### config.mk
export PLATFORM = sky130hd
export DESIGN_NAME = dual_delimited_frame_receiver_core
export DESIGN_NICKNAME = d
export VERILOG_FILES = /design/src/sv/ddfr_pkg.sv /design/src/sv/ddfr_front.sv /design/src/sv/ddfr_chan.sv /design/src/sv/ddfr_result_q.sv /design/src/sv/dual_delimited_frame_receiver_core.sv
export SDC_FILE = /design/constraint.sdc
export NUM_CORES = 2
export LEC_CHECK = 0
export BUFFER_PORTS_ARGS = -buffer_cell sky130_fd_sc_hd__buf_2
export CORE_MARGIN = 2
export CORE_UTILIZATION = 45
export DETAILED_ROUTE_END_ITERATION = 6
export GPL_ROUTABILITY_DRIVEN = 0
export SLEW_MARGIN = 20
export SYNTH_ARGS = -nofsm -noshare
export SYNTH_HDL_FRONTEND = slang
export SYNTH_SLANG_ARGS = --single-unit
export TNS_END_PERCENT = 30
### constraint.sdc
create_clock -name i_clk -period 3.5 [get_ports i_clk]
set_input_delay 0.175 -clock i_clk [delete_from_list [all_inputs] [get_ports i_clk]]
set_output_delay 0.175 -clock i_clk [all_outputs]
set_load 0.005 [all_outputs]
### src/sv/ddfr_pkg.sv
`default_nettype none
package ddfr_pkg;

    // payload store geometry
    localparam int PAYLOAD_DEPTH = 64;
    localparam int ADDR_W        = $clog2(PAYLOAD_DEPTH);
    localparam int LEN_W         = 7;
    localparam int IDX_W         = 6;

    // queue sizes between the parts
    localparam int IQ_DEPTH = 2;
    localparam int IQ_PTR_W = $clog2(IQ_DEPTH);
    localparam int IQ_CNT_W = $clog2(IQ_DEPTH + 1);
    localparam int OQ_DEPTH = 4;
    localparam int OQ_PTR_W = $clog2(OQ_DEPTH);
    localparam int OQ_CNT_W = $clog2(OQ_DEPTH + 1);

    // fixed frame bytes
    localparam logic [7:0] BYTE_CR = 8'h0D;
    localparam logic [7:0] BYTE_LF = 8'h0A;

    // register map and reset values
    localparam logic [2:0] ADDR_START_A  = 3'd0;
    localparam logic [2:0] ADDR_START_B  = 3'd4;
    localparam logic [7:0] START_A_RESET = 8'hC0;
    localparam logic [7:0] START_B_RESET = 8'hC1;

    // command codes on the input word
    localparam logic [1:0] CMD_BYTE  = 2'd0;
    localparam logic [1:0] CMD_CLEAR = 2'd1;
    localparam logic [1:0] CMD_READ  = 2'd2;

    typedef enum logic [1:0] {
        OP_NONE,
        OP_BYTE,
        OP_CLEAR,
        OP_READ
    } t_op_kind;

    typedef enum logic [1:0] {
        PH_WAIT_START,
        PH_IN_PACKET,
        PH_WAIT_CR,
        PH_WAIT_LF
    } t_phase;

    // decoded word from the front part
    typedef struct packed {
        t_op_kind         kind;
        logic [7:0]       rx_byte;
        logic             channel;
        logic [IDX_W-1:0] read_index;
    } t_op;

    // per-channel command
    typedef struct packed {
        logic             byte_en;
        logic             clear;
        logic             read;
        logic [7:0]       rx_byte;
        logic [IDX_W-1:0] read_index;
    } t_chan_cmd;

    // per-channel status
    typedef struct packed {
        logic             done;
        logic [LEN_W-1:0] count;
    } t_chan_stat;

    // result word
    typedef struct packed {
        logic             ready_a;
        logic             ready_b;
        logic [LEN_W-1:0] length_a;
        logic [LEN_W-1:0] length_b;
        logic [7:0]       read_data;
    } t_result;

endpackage
`default_nettype wire

### src/sv/ddfr_front.sv
`default_nettype none
module ddfr_front (
    input  wire logic                      i_clk,
    input  wire logic                      i_rst_n,
    input  wire logic                      push,
    output logic                           full,
    input  wire logic [1:0]                i_cmd,
    input  wire logic [7:0]                i_rx_byte,
    input  wire logic                      i_channel,
    input  wire logic [ddfr_pkg::IDX_W-1:0] i_read_index,
    output logic                           o_valid,
    output ddfr_pkg::t_op                  o_op,
    input  wire logic                      i_take
);

    ddfr_pkg::t_op                      r_slot [ddfr_pkg::IQ_DEPTH];
    logic [ddfr_pkg::IQ_PTR_W-1:0]      r_wr_ptr;
    logic [ddfr_pkg::IQ_PTR_W-1:0]      r_rd_ptr;
    logic [ddfr_pkg::IQ_CNT_W-1:0]      r_count;
    ddfr_pkg::t_op                      n_op;
    logic                               w_wr;
    logic                               w_rd;

    // classify the incoming word
    always_comb begin
        n_op.rx_byte    = i_rx_byte;
        n_op.channel    = i_channel;
        n_op.read_index = i_read_index;
        case (i_cmd)
            ddfr_pkg::CMD_BYTE:  n_op.kind = ddfr_pkg::OP_BYTE;
            ddfr_pkg::CMD_CLEAR: n_op.kind = ddfr_pkg::OP_CLEAR;
            ddfr_pkg::CMD_READ:  n_op.kind = ddfr_pkg::OP_READ;
            default:             n_op.kind = ddfr_pkg::OP_NONE;
        endcase
    end

    assign full    = (r_count == ddfr_pkg::IQ_CNT_W'(ddfr_pkg::IQ_DEPTH));
    assign o_valid = (r_count != '0);
    assign o_op    = r_slot[r_rd_ptr];
    assign w_wr    = push && !full;
    assign w_rd    = i_take && o_valid;

    // queue slots
    always_ff @(posedge i_clk) begin
        if (w_wr) begin
            r_slot[r_wr_ptr] <= n_op;
        end
    end

    // queue pointers
    always_ff @(posedge i_clk) begin
        if (!i_rst_n) begin
            r_wr_ptr <= '0;
            r_rd_ptr <= '0;
            r_count  <= '0;
        end else begin
            if (w_wr) begin
                r_wr_ptr <= r_wr_ptr + 1'b1;
            end
            if (w_rd) begin
                r_rd_ptr <= r_rd_ptr + 1'b1;
            end
            case ({w_wr, w_rd})
                2'b10:   r_count <= r_count + 1'b1;
                2'b01:   r_count <= r_count - 1'b1;
                default: r_count <= r_count;
            endcase
        end
    end

endmodule
`default_nettype wire

### src/sv/ddfr_chan.sv
`default_nettype none
module ddfr_chan (
    input  wire logic                i_clk,
    input  wire logic                i_rst_n,
    input  wire logic [7:0]          i_start_byte,
    input  wire ddfr_pkg::t_chan_cmd i_cmd,
    output ddfr_pkg::t_chan_stat     o_stat,
    output logic [7:0]               o_rd_data
);

    logic [7:0]                    r_store [ddfr_pkg::PAYLOAD_DEPTH];
    ddfr_pkg::t_phase              r_phase;
    ddfr_pkg::t_phase              n_phase;
    logic [ddfr_pkg::LEN_W-1:0]    r_count;
    logic [ddfr_pkg::LEN_W-1:0]    n_count;
    logic                          r_done;
    logic                          n_done;
    logic                          w_wr;
    logic                          w_is_delim;
    logic                          w_has_room;
    logic [7:0]                    r_rd_q;
    logic                          r_rd_ok;

    assign w_is_delim = (i_cmd.rx_byte == i_start_byte);
    assign w_has_room = (r_count < ddfr_pkg::LEN_W'(ddfr_pkg::PAYLOAD_DEPTH));

    // phase, count and done update
    always_comb begin
        n_phase = r_phase;
        n_count = r_count;
        n_done  = r_done;
        w_wr    = 1'b0;
        if (i_cmd.clear) begin
            n_count = '0;
            n_done  = 1'b0;
        end else if (i_cmd.byte_en && !r_done) begin
            case (r_phase)
                ddfr_pkg::PH_WAIT_START: begin
                    if (w_is_delim) begin
                        n_count = '0;
                        n_phase = ddfr_pkg::PH_IN_PACKET;
                    end
                end
                ddfr_pkg::PH_IN_PACKET: begin
                    if (w_is_delim) begin
                        n_phase = ddfr_pkg::PH_WAIT_CR;
                    end else if (w_has_room) begin
                        w_wr    = 1'b1;
                        n_count = r_count + 1'b1;
                    end
                end
                ddfr_pkg::PH_WAIT_CR: begin
                    if (i_cmd.rx_byte == ddfr_pkg::BYTE_CR) begin
                        n_phase = ddfr_pkg::PH_WAIT_LF;
                    end else if (w_is_delim) begin
                        n_count = '0;
                        n_phase = ddfr_pkg::PH_IN_PACKET;
                    end else begin
                        n_phase = ddfr_pkg::PH_WAIT_START;
                    end
                end
                ddfr_pkg::PH_WAIT_LF: begin
                    if (i_cmd.rx_byte == ddfr_pkg::BYTE_LF) begin
                        n_done = 1'b1;
                    end
                    n_phase = ddfr_pkg::PH_WAIT_START;
                end
                default: begin
                    n_phase = ddfr_pkg::PH_WAIT_START;
                end
            endcase
        end
    end

    // state registers
    always_ff @(posedge i_clk) begin
        if (!i_rst_n) begin
            r_phase <= ddfr_pkg::PH_WAIT_START;
            r_count <= '0;
            r_done  <= 1'b0;
            r_rd_ok <= 1'b0;
        end else begin
            r_phase <= n_phase;
            r_count <= n_count;
            r_done  <= n_done;
            r_rd_ok <= i_cmd.read
                       && (ddfr_pkg::LEN_W'(i_cmd.read_index) < r_count);
        end
    end

    // payload store, one write and one registered read
    always_ff @(posedge i_clk) begin
        if (w_wr) begin
            r_store[r_count[ddfr_pkg::ADDR_W-1:0]] <= i_cmd.rx_byte;
        end
        r_rd_q <= r_store[ddfr_pkg::ADDR_W'(i_cmd.read_index)];
    end

    assign o_stat.done  = r_done;
    assign o_stat.count = r_count;
    assign o_rd_data    = r_rd_ok ? r_rd_q : 8'h00;

endmodule
`default_nettype wire

### src/sv/ddfr_result_q.sv
`default_nettype none
module ddfr_result_q (
    input  wire logic                        i_clk,
    input  wire logic                        i_rst_n,
    input  wire logic                        i_wr,
    input  wire ddfr_pkg::t_result           i_word,
    input  wire logic                        pop,
    output logic                             empty,
    output ddfr_pkg::t_result                o_word,
    output logic [ddfr_pkg::OQ_CNT_W-1:0]    o_count
);

    ddfr_pkg::t_result                  r_slot [ddfr_pkg::OQ_DEPTH];
    logic [ddfr_pkg::OQ_PTR_W-1:0]      r_wr_ptr;
    logic [ddfr_pkg::OQ_PTR_W-1:0]      r_rd_ptr;
    logic [ddfr_pkg::OQ_CNT_W-1:0]      r_count;
    logic                               w_rd;

    assign empty   = (r_count == '0);
    assign o_word  = r_slot[r_rd_ptr];
    assign o_count = r_count;
    assign w_rd    = pop && !empty;

    // result slots
    always_ff @(posedge i_clk) begin
        if (i_wr) begin
            r_slot[r_wr_ptr] <= i_word;
        end
    end

    // pointers and fill level
    always_ff @(posedge i_clk) begin
        if (!i_rst_n) begin
            r_wr_ptr <= '0;
            r_rd_ptr <= '0;
            r_count  <= '0;
        end else begin
            if (i_wr) begin
                r_wr_ptr <= r_wr_ptr + 1'b1;
            end
            if (w_rd) begin
                r_rd_ptr <= r_rd_ptr + 1'b1;
            end
            case ({i_wr, w_rd})
                2'b10:   r_count <= r_count + 1'b1;
                2'b01:   r_count <= r_count - 1'b1;
                default: r_count <= r_count;
            endcase
        end
    end

endmodule
`default_nettype wire

### src/sv/dual_delimited_frame_receiver_core.sv
// Two frame receivers watch one byte stream for frames of the form start byte,
// payload, start byte, CR, LF; channel A and B each have their own start byte
// (registers at 0x0 and 0x4, reset 0xC0 and 0xC1) and a 64-byte payload store.
// Words go in through push/full and every word gives one result word out
// through empty/pop. One word is taken per clock cycle while the result
// queue has room. A result passes through the two-entry input queue, the
// channel update stage with its registered store read, and the four-entry
// result queue. A full result queue holds the input side back. The user is
// to change start bytes only while the block is idle; the block does not check.
`default_nettype none
module dual_delimited_frame_receiver_core (
    input  wire logic        i_clk,
    input  wire logic        i_rst_n,
    // input word
    input  wire logic        push,
    output logic             full,
    input  wire logic [1:0]  i_cmd,
    input  wire logic [7:0]  i_rx_byte,
    input  wire logic        i_channel,
    input  wire logic [5:0]  i_read_index,
    // result word
    output logic             empty,
    input  wire logic        pop,
    output logic             o_ready_a,
    output logic             o_ready_b,
    output logic [6:0]       o_length_a,
    output logic [6:0]       o_length_b,
    output logic [7:0]       o_read_data,
    // register port
    input  wire logic        psel,
    input  wire logic        penable,
    input  wire logic        pwrite,
    input  wire logic [2:0]  paddr,
    input  wire logic [31:0] pwdata,
    output logic [31:0]      prdata,
    output logic             pready
);

    logic                               w_head_valid;
    ddfr_pkg::t_op                      w_head_op;
    logic                               w_issue;
    logic                               r_s2_valid;
    logic [ddfr_pkg::OQ_CNT_W-1:0]      w_oq_count;
    ddfr_pkg::t_chan_cmd                w_cmd_a;
    ddfr_pkg::t_chan_cmd                w_cmd_b;
    ddfr_pkg::t_chan_stat               w_stat_a;
    ddfr_pkg::t_chan_stat               w_stat_b;
    logic [7:0]                         w_rd_a;
    logic [7:0]                         w_rd_b;
    ddfr_pkg::t_result                  w_result;
    ddfr_pkg::t_result                  w_out;
    logic [7:0]                         r_start_a;
    logic [7:0]                         r_start_b;
    logic                               w_cfg_wr;

    // register port
    assign pready   = 1'b1;
    assign w_cfg_wr = psel && penable && pwrite && pready;

    always_ff @(posedge i_clk) begin
        if (!i_rst_n) begin
            r_start_a <= ddfr_pkg::START_A_RESET;
            r_start_b <= ddfr_pkg::START_B_RESET;
        end else if (w_cfg_wr) begin
            if (paddr[2] == ddfr_pkg::ADDR_START_B[2]) begin
                r_start_b <= pwdata[7:0];
            end else begin
                r_start_a <= pwdata[7:0];
            end
        end
    end

    always_comb begin
        if (paddr[2] == ddfr_pkg::ADDR_START_B[2]) begin
            prdata = {24'h000000, r_start_b};
        end else begin
            prdata = {24'h000000, r_start_a};
        end
    end

    // front: accept and classify
    ddfr_front u_front (
        .i_clk        (i_clk),
        .i_rst_n      (i_rst_n),
        .push         (push),
        .full         (full),
        .i_cmd        (i_cmd),
        .i_rx_byte    (i_rx_byte),
        .i_channel    (i_channel),
        .i_read_index (i_read_index),
        .o_valid      (w_head_valid),
        .o_op         (w_head_op),
        .i_take       (w_issue)
    );

    // issue only with a free result slot for every word in flight
    assign w_issue = w_head_valid
                     && ((w_oq_count + ddfr_pkg::OQ_CNT_W'(r_s2_valid))
                         < ddfr_pkg::OQ_CNT_W'(ddfr_pkg::OQ_DEPTH));

    // per-channel commands
    always_comb begin
        w_cmd_a.byte_en    = w_issue && (w_head_op.kind == ddfr_pkg::OP_BYTE);
        w_cmd_a.clear      = w_issue && (w_head_op.kind == ddfr_pkg::OP_CLEAR)
                             && !w_head_op.channel;
        w_cmd_a.read       = w_issue && (w_head_op.kind == ddfr_pkg::OP_READ)
                             && !w_head_op.channel;
        w_cmd_a.rx_byte    = w_head_op.rx_byte;
        w_cmd_a.read_index = w_head_op.read_index;
        w_cmd_b.byte_en    = w_cmd_a.byte_en;
        w_cmd_b.clear      = w_issue && (w_head_op.kind == ddfr_pkg::OP_CLEAR)
                             && w_head_op.channel;
        w_cmd_b.read       = w_issue && (w_head_op.kind == ddfr_pkg::OP_READ)
                             && w_head_op.channel;
        w_cmd_b.rx_byte    = w_head_op.rx_byte;
        w_cmd_b.read_index = w_head_op.read_index;
    end

    // back: the two receivers
    ddfr_chan u_chan_a (
        .i_clk        (i_clk),
        .i_rst_n      (i_rst_n),
        .i_start_byte (r_start_a),
        .i_cmd        (w_cmd_a),
        .o_stat       (w_stat_a),
        .o_rd_data    (w_rd_a)
    );

    ddfr_chan u_chan_b (
        .i_clk        (i_clk),
        .i_rst_n      (i_rst_n),
        .i_start_byte (r_start_b),
        .i_cmd        (w_cmd_b),
        .o_stat       (w_stat_b),
        .o_rd_data    (w_rd_b)
    );

    // word issued last cycle now has its state and read data
    always_ff @(posedge i_clk) begin
        if (!i_rst_n) begin
            r_s2_valid <= 1'b0;
        end else begin
            r_s2_valid <= w_issue;
        end
    end

    assign w_result.ready_a   = w_stat_a.done;
    assign w_result.ready_b   = w_stat_b.done;
    assign w_result.length_a  = w_stat_a.count;
    assign w_result.length_b  = w_stat_b.count;
    assign w_result.read_data = w_rd_a | w_rd_b;

    // result queue
    ddfr_result_q u_result_q (
        .i_clk   (i_clk),
        .i_rst_n (i_rst_n),
        .i_wr    (r_s2_valid),
        .i_word  (w_result),
        .pop     (pop),
        .empty   (empty),
        .o_word  (w_out),
        .o_count (w_oq_count)
    );

    assign o_ready_a   = w_out.ready_a;
    assign o_ready_b   = w_out.ready_b;
    assign o_length_a  = w_out.length_a;
    assign o_length_b  = w_out.length_b;
    assign o_read_data = w_out.read_data;

`ifndef SYNTHESIS
    // a finished word always finds a free result slot
    a_no_overflow: assert property (@(posedge i_clk) disable iff (!i_rst_n)
        r_s2_valid |-> (w_oq_count < ddfr_pkg::OQ_CNT_W'(ddfr_pkg::OQ_DEPTH)))
        else $error("result queue overflow");

    // stored length never passes the store depth
    a_len_bound: assert property (@(posedge i_clk) disable iff (!i_rst_n)
        (w_stat_a.count <= ddfr_pkg::LEN_W'(ddfr_pkg::PAYLOAD_DEPTH))
        && (w_stat_b.count <= ddfr_pkg::LEN_W'(ddfr_pkg::PAYLOAD_DEPTH)))
        else $error("payload length beyond store depth");

    // a clear empties its channel in the following cycle
    a_clear_a: assert property (@(posedge i_clk) disable iff (!i_rst_n)
        w_cmd_a.clear |=> (!w_stat_a.done && (w_stat_a.count == '0)))
        else $error("channel A not cleared");

    // read data only where a read of that channel was issued
    a_rd_zero: assert property (@(posedge i_clk) disable iff (!i_rst_n)
        !w_cmd_a.read && !w_cmd_b.read |=> (w_result.read_data == 8'h00))
        else $error("read data without read");
`endif

endmodule
`default_nettype wire
* After elaboration in Yosys (flattened, before gate mapping)
Memory sizes are Yosys's and may differ from the RTL's. A register that Yosys moved wholly into a read port is not among the register bits.
Index checks and enable logic that the tools add are counted.
** Cells by class
- Add/sub/neg operators :: 11
- Multipliers :: 0
- Div/mod/pow operators :: 0
- Magnitude comparators :: 5
- Eq/ne operators :: 30
- Shift-type cells :: 0
- Mux-type cells :: 48
- Bitwise gates (word level) :: 5
- Reductions and logical operators :: 41
** Operator list (number)
- $mux W7 :: 8
- $pmux W7 S3 :: 2
- $mux W8 :: 3
- $mux W1 :: 22
- $eq A2 B2 Y1 const B :: 10
- $logic_and A1 B1 Y1 :: 17
- $eq A8 B4 Y1 const B :: 2
- $eq A8 B8 Y1 :: 2
- $mux W2 :: 8
- $pmux W2 S4 :: 2
- $add A7 B1 Y7 const B :: 2
- $lt A6 B7 Y1 :: 2
- $lt A7 B7 Y1 const B :: 2
- $eq A2 B1 Y1 const B :: 6
- $ne A2 B1 Y1 const B :: 6
- $reduce_and A5 Y1 :: 2
- $ne A2 B2 Y1 const B :: 4
- $or A8 B8 Y8 :: 1
- $reduce_and A4 Y1 :: 2
- $add A2 B1 Y2 const B :: 3
- $logic_not A2 Y1 :: 3
- $pmux W2 S3 :: 1
- $pmux W3 S2 :: 1
- $reduce_and A3 Y1 :: 2
- other kinds (14) :: 27
** Storage, ports and cells
- Flip-flop bits (word level) :: 50
- Latch bits :: 0
- RAM bits :: 1154
- ROM bits :: 0
- Input bits :: 59
- Output and inout bits :: 59
- Logic and storage cells :: 161
- Memories kept :: 4
** Memories
- u_chan_a.r_store :: depth 64, bits a word 8, rd ports 1, clocked after memory_dff 1, write ports 1, line ddfr_chan.sv:11 : logic [7:0] r_store [ddfr_pkg::PAYLOAD_DEPTH];
- u_chan_b.r_store :: depth 64, bits a word 8, rd ports 1, clocked after memory_dff 1, write ports 1, line ddfr_chan.sv:11
- u_result_q.r_slot :: depth 4, bits a word 24, rd ports 1, clocked after memory_dff 1, write ports 1, line ddfr_result_q.sv:13 : ddfr_pkg::t_result r_slot [ddfr_pkg::OQ_DEPTH];
- u_front.r_slot :: depth 2, bits a word 17, rd ports 1, clocked after memory_dff 1, write ports 1, line ddfr_front.sv:16 : ddfr_pkg::t_op r_slot [ddfr_pkg::IQ_DEPTH];

* Longest topological paths before layout
- Word-level depth :: 9
- Depth in mapped cells :: 12
- Gate-level depth less buffers :: 10

* Cells and area by module
From an unflattened synthesis, not the netlist that was laid out.
** Second synthesis, totals
- Cells, all modules :: 2478
- Area total of the unflattened synthesis :: 48550.3 um2
** Modules (own cells, without submodules)
- ddfr_chan at u_chan_a :: times used 1, cells each 1052, area an instance 20993.9 um2
- ddfr_chan at u_chan_b :: times used 1, cells each 1051, area an instance 20987.6 um2
- ddfr_result_q :: times used 1, cells each 174, area an instance 3966.3 um2
- ddfr_front :: times used 1, cells each 86, area an instance 1514.0 um2
- dual_delimited_frame_receiver_core :: times used 1, cells each 115, area an instance 1088.5 um2

* Least setup slack after synthesis
Ideal clock, no wire load.
- Path kind :: register to register
- Start :: reg with a tool-made name
- End :: reg u_chan_b.r_count[5] in the netlist's numbering
- Library setup time :: 0.116 ns
- Arrival time :: 2.743 ns
- Setup slack :: 0.641 ns
- Stages on the path, launching flop included :: 12
- Buffers on the path :: 1
- Clock period less this slack :: 2.859 ns
- Path through :: dfxtp_1 buf_6 mux2i_1 xnor2_1 nor4_1 nand2_1 ha_1 nor3_1 o21ai_1 nor4_1 xnor2_1 nor2_1
** RTL lines
- end signal: assignment :: line ddfr_chan.sv:84 : r_count <= n_count;
- end: declaration :: line ddfr_chan.sv:14 : logic [ddfr_pkg::LEN_W-1:0] r_count;

==> flow_summary.json <==
{
  "status": "finished, final reports clean",
  "die_area_sq_mm": 0.132,
  "hp-class": "primary input to flip-flop",
  "rows": 131,
  "overflow": 0,
  "cap_violations": 0,
  "synthCells": 4652,
  "min_period_ns": 3.41,
  "grt_max_degree": 97,
  "cts_max_level": 4,
  "ys_ff_latch": 1223,
  "max_stage_delay_ns": 0.57,
  "grt_usage_pct": 26.6,
  "path_class": "flip-flop to flip-flop",
  "fmax_ghz": 0.293,
  "grt_setup_unrepaired": "no",
  "cts.reportedPaths.clkPinSlew_ns": 0.06,
  "cts_setup_buffers": 0,
  "clk_latency_ns": 0.77,
  "portBuffers": 66,
  "synthArstFlopShare_pct": 0,
  "rrSetupSlack_ns": 0.09,
  "cp_cell_sequence": "buf_12, buf_12, nand2_1, o21ai_4, buf_4, a41oi_1, nor4_1, nor4b_1, buf_4, nor3_1",
  "r2r.worst_path.cells": 10,
  "cts_num_sinks": 1223,
  "synth_cell_types": 70,
  "finalSetupTns_ns": 0,
  "cp-endpoint": "u_chan_a.r_rd_q[2]",
  "cts_buffers": 135,
  "postRouteAntennaNets": 0,
  "cp_num_buf_inv": 4,
  "drive_gt1_share_pct": 13.3,
  "peakVddDrop_mv": 0.523,
  "ys_top_cells_by_area": "edfxtp_1 60%, a211oi_1 8.3%, o211ai_1 3.1%",
  "drt_iter0_drc": 5044,
  "critPathRequiredTime_ns": 4.17,
  "period_share_pct": 97.4,
  "tightest_slew_ns": 1.06,
  "die_w_um": 364,
  "grt_pass1_wl_um": 264000,
  "synth-edff-count": 1154,
  "fin_util_pct": 52.0,
  "fin_worst_skew_ns": 0.0275,
  "n_fill_cell": 10600,
  "arrival_ns": 4.08,
  "wirelength_um": 180000,
  "netlist_area_sq_mm": 0.0582,
  "p_leak_nw": 21.4,
  "syn2layout_area_growth_pct": 14.4,
  "clock_path_buffers": 3,
  "cts_root_buf": "clkbuf_16",
  "setup_violations": 0,
  "cts_tree": "yes",
  "grt_pass1_vias": 41200,
  "die_h_um": 364,
  "post_dp_cell_area_sq_mm": 0.0618,
  "vias_per_cell": 6.57,
  "power.density_mw_per_mm2": 661,
  "crit_path_max_fanout": 94,
  "start_kind": "flip-flop",
  "drc": 0,
  "wl_per_cell_um": 27.3,
  "start_util_pct": 45.5,
  "avgSynthCellArea_sq_um": 12.5,
  "coreArea_sq_mm": 0.128,
  "vias": 43300,
  "path_depth": 10,
  "yosysMostFrequentCell": "edfxtp_1",
  "cp_top_family": "buffers and inverters",
  "fin_area_sq_mm": 0.0666,
  "slew_violations": 0,
  "nets": 4830,
  "synthTopCellsByCount": "1154 x edfxtp_1, 640 x a211oi_1, 348 x a21oi_1, 281 x clkbuf_1",
  "io_pins": 118,
  "yosysWarnings": 0,
  "synth-seq-area-share_pct": 61.9,
  "hpwl_um": 104000,
  "antenna_found_initial": 5,
  "dr.pass1.iters": 6,
  "hold_viol": 0,
  "crit_slowest_cell": "dfxtp_4",
  "synth_top_area_share_pct": 59.5,
  "max_slew_margin_pct": 29.0,
  "synth_top_area_cell": "edfxtp_1",
  "ys.flop_type": "edfxtp_1",
  "end_kind": "flip-flop",
  "r2r-end": "u_chan_a.r_rd_q[2]"
}
cell type report:
class / instances / area [sq um] / share of cell area, %
multi-input cells: 2800 / 19700 / 29.6
clock inverters: 74 / 691 / 1.04
inverters: 196 / 793 / 1.19
diodes: 5 / 12.5 / 0.0188
flip-flops and latches: 1223 / 36000 / 54.1
well taps: 1729 / 2160 / 3.25
repair buffers: 393 / 3540 / 5.31
clock buffers: 170 / 3630 / 5.46
stage by stage:
stage	setup slack (ns)	total power [mW]	cells	hold WS, ns
finish	0.0915	44.0	6590	0.0818
global route	0.0252	45.6	6586	0.0977
CTS	0.0901	44.0	6585	0.0292
detailed placement	0.133	30.0	6300	0.370
global placement	0.171	29.7	6300	0.365
floorplan	0.641	25.4	4675	0.274
worst register-to-register path: stages, from the launching register on:
cell	delay [ns]
dfxtp_4	0.57
buf_12	0.28
buf_12	0.44
nand2_1	0.22
o21ai_4	0.14
buf_4	0.44
a41oi_1	0.11
nor4_1	0.54
nor4b_1	0.17
buf_4	0.19
nor3_1	0.22
power breakdown:
group	internal (mW)	switching, mW	leakage (nW)
combinational	3.90	8.38	8.24
clock	8.18	5.90	2.11
sequential	17.3	0.356	11.0
placed cells by master, fill, tap and decap left out, drive strengths merged, types with 60 or more instances in the layout:
master  count
o211ai    240
nor2      174
o21ai      83
inv       205
nor4       71
nand2b     61
nand2     105
a21oi     349
a211oi    640
a311o     120
buf       352
o21bai    240
o41ai     121
edfxtp   1154
dfxtp      69
clkbuf    170
a21o       62
a41oi      60
routing by layer:
metal / GRT usage, % / up-vias / part of all wire (%)
li1: - / 19100 / -
met1: 38.0 / 21800 / 43
met2: 40.6 / 2094 / 45
met3: 5.19 / 306 / 9.3
met4: 8.75 / 2 / 2.5
met5: 0 / - / 0.0067
worst min-delay path by stage:
stage,start,depth (start not counted),end
final,pwrite,4,r_start_b[2]
after global routing,pwrite,4,r_start_b[4]
after CTS,pwrite,4,r_start_b[2]
after detailed placement,i_rx_byte[4],1,u_front.r_slot[1][11]
after global placement,i_rx_byte[6],1,u_front.r_slot[0][13]
after floorplan,i_read_index[0],0,u_front.r_slot[0][0]
logic make-up after synthesis:
logic type,Yosys count,synth area share [%]
AOI/OAI and AO/OA,2039,25.4
adders and majority gates,22,0.486
buffers and inverters,652,4.62
other,2,0.0129
xor gates and xnor gates,29,0.436
DFF,1223,61.9
muxes,48,1.40
and+or+nand+nor,637,5.81
timing repair:
action	CTS	global route
gates resized for setup	0	10
endpoints found under the setup margin	0	123
hold buffers	41	0
endpoints found under the hold margin	69	0
sequential cells by signal (all words and copies together), names as in the netlist, named ones only:
register,cells
r_s2_valid,1
r_start_a,8
r_start_b,8
u_chan_a.r_count,7
u_chan_a.r_done,1
u_chan_a.r_phase,2
u_chan_a.r_rd_ok,1
u_chan_a.r_rd_q,8
u_chan_a.r_store,512
u_chan_b.r_count,7
u_chan_b.r_done,1
u_chan_b.r_phase,2
u_chan_b.r_rd_ok,1
u_chan_b.r_rd_q,8
u_chan_b.r_store,512
u_front.r_count,2
u_front.r_rd_ptr,1
u_front.r_slot,34
u_front.r_wr_ptr,1
u_result_q.o_count,3
u_result_q.r_rd_ptr,2
u_result_q.r_slot,96
u_result_q.r_wr_ptr,2
No activity file was read; power rests on OpenSTA's default activity.
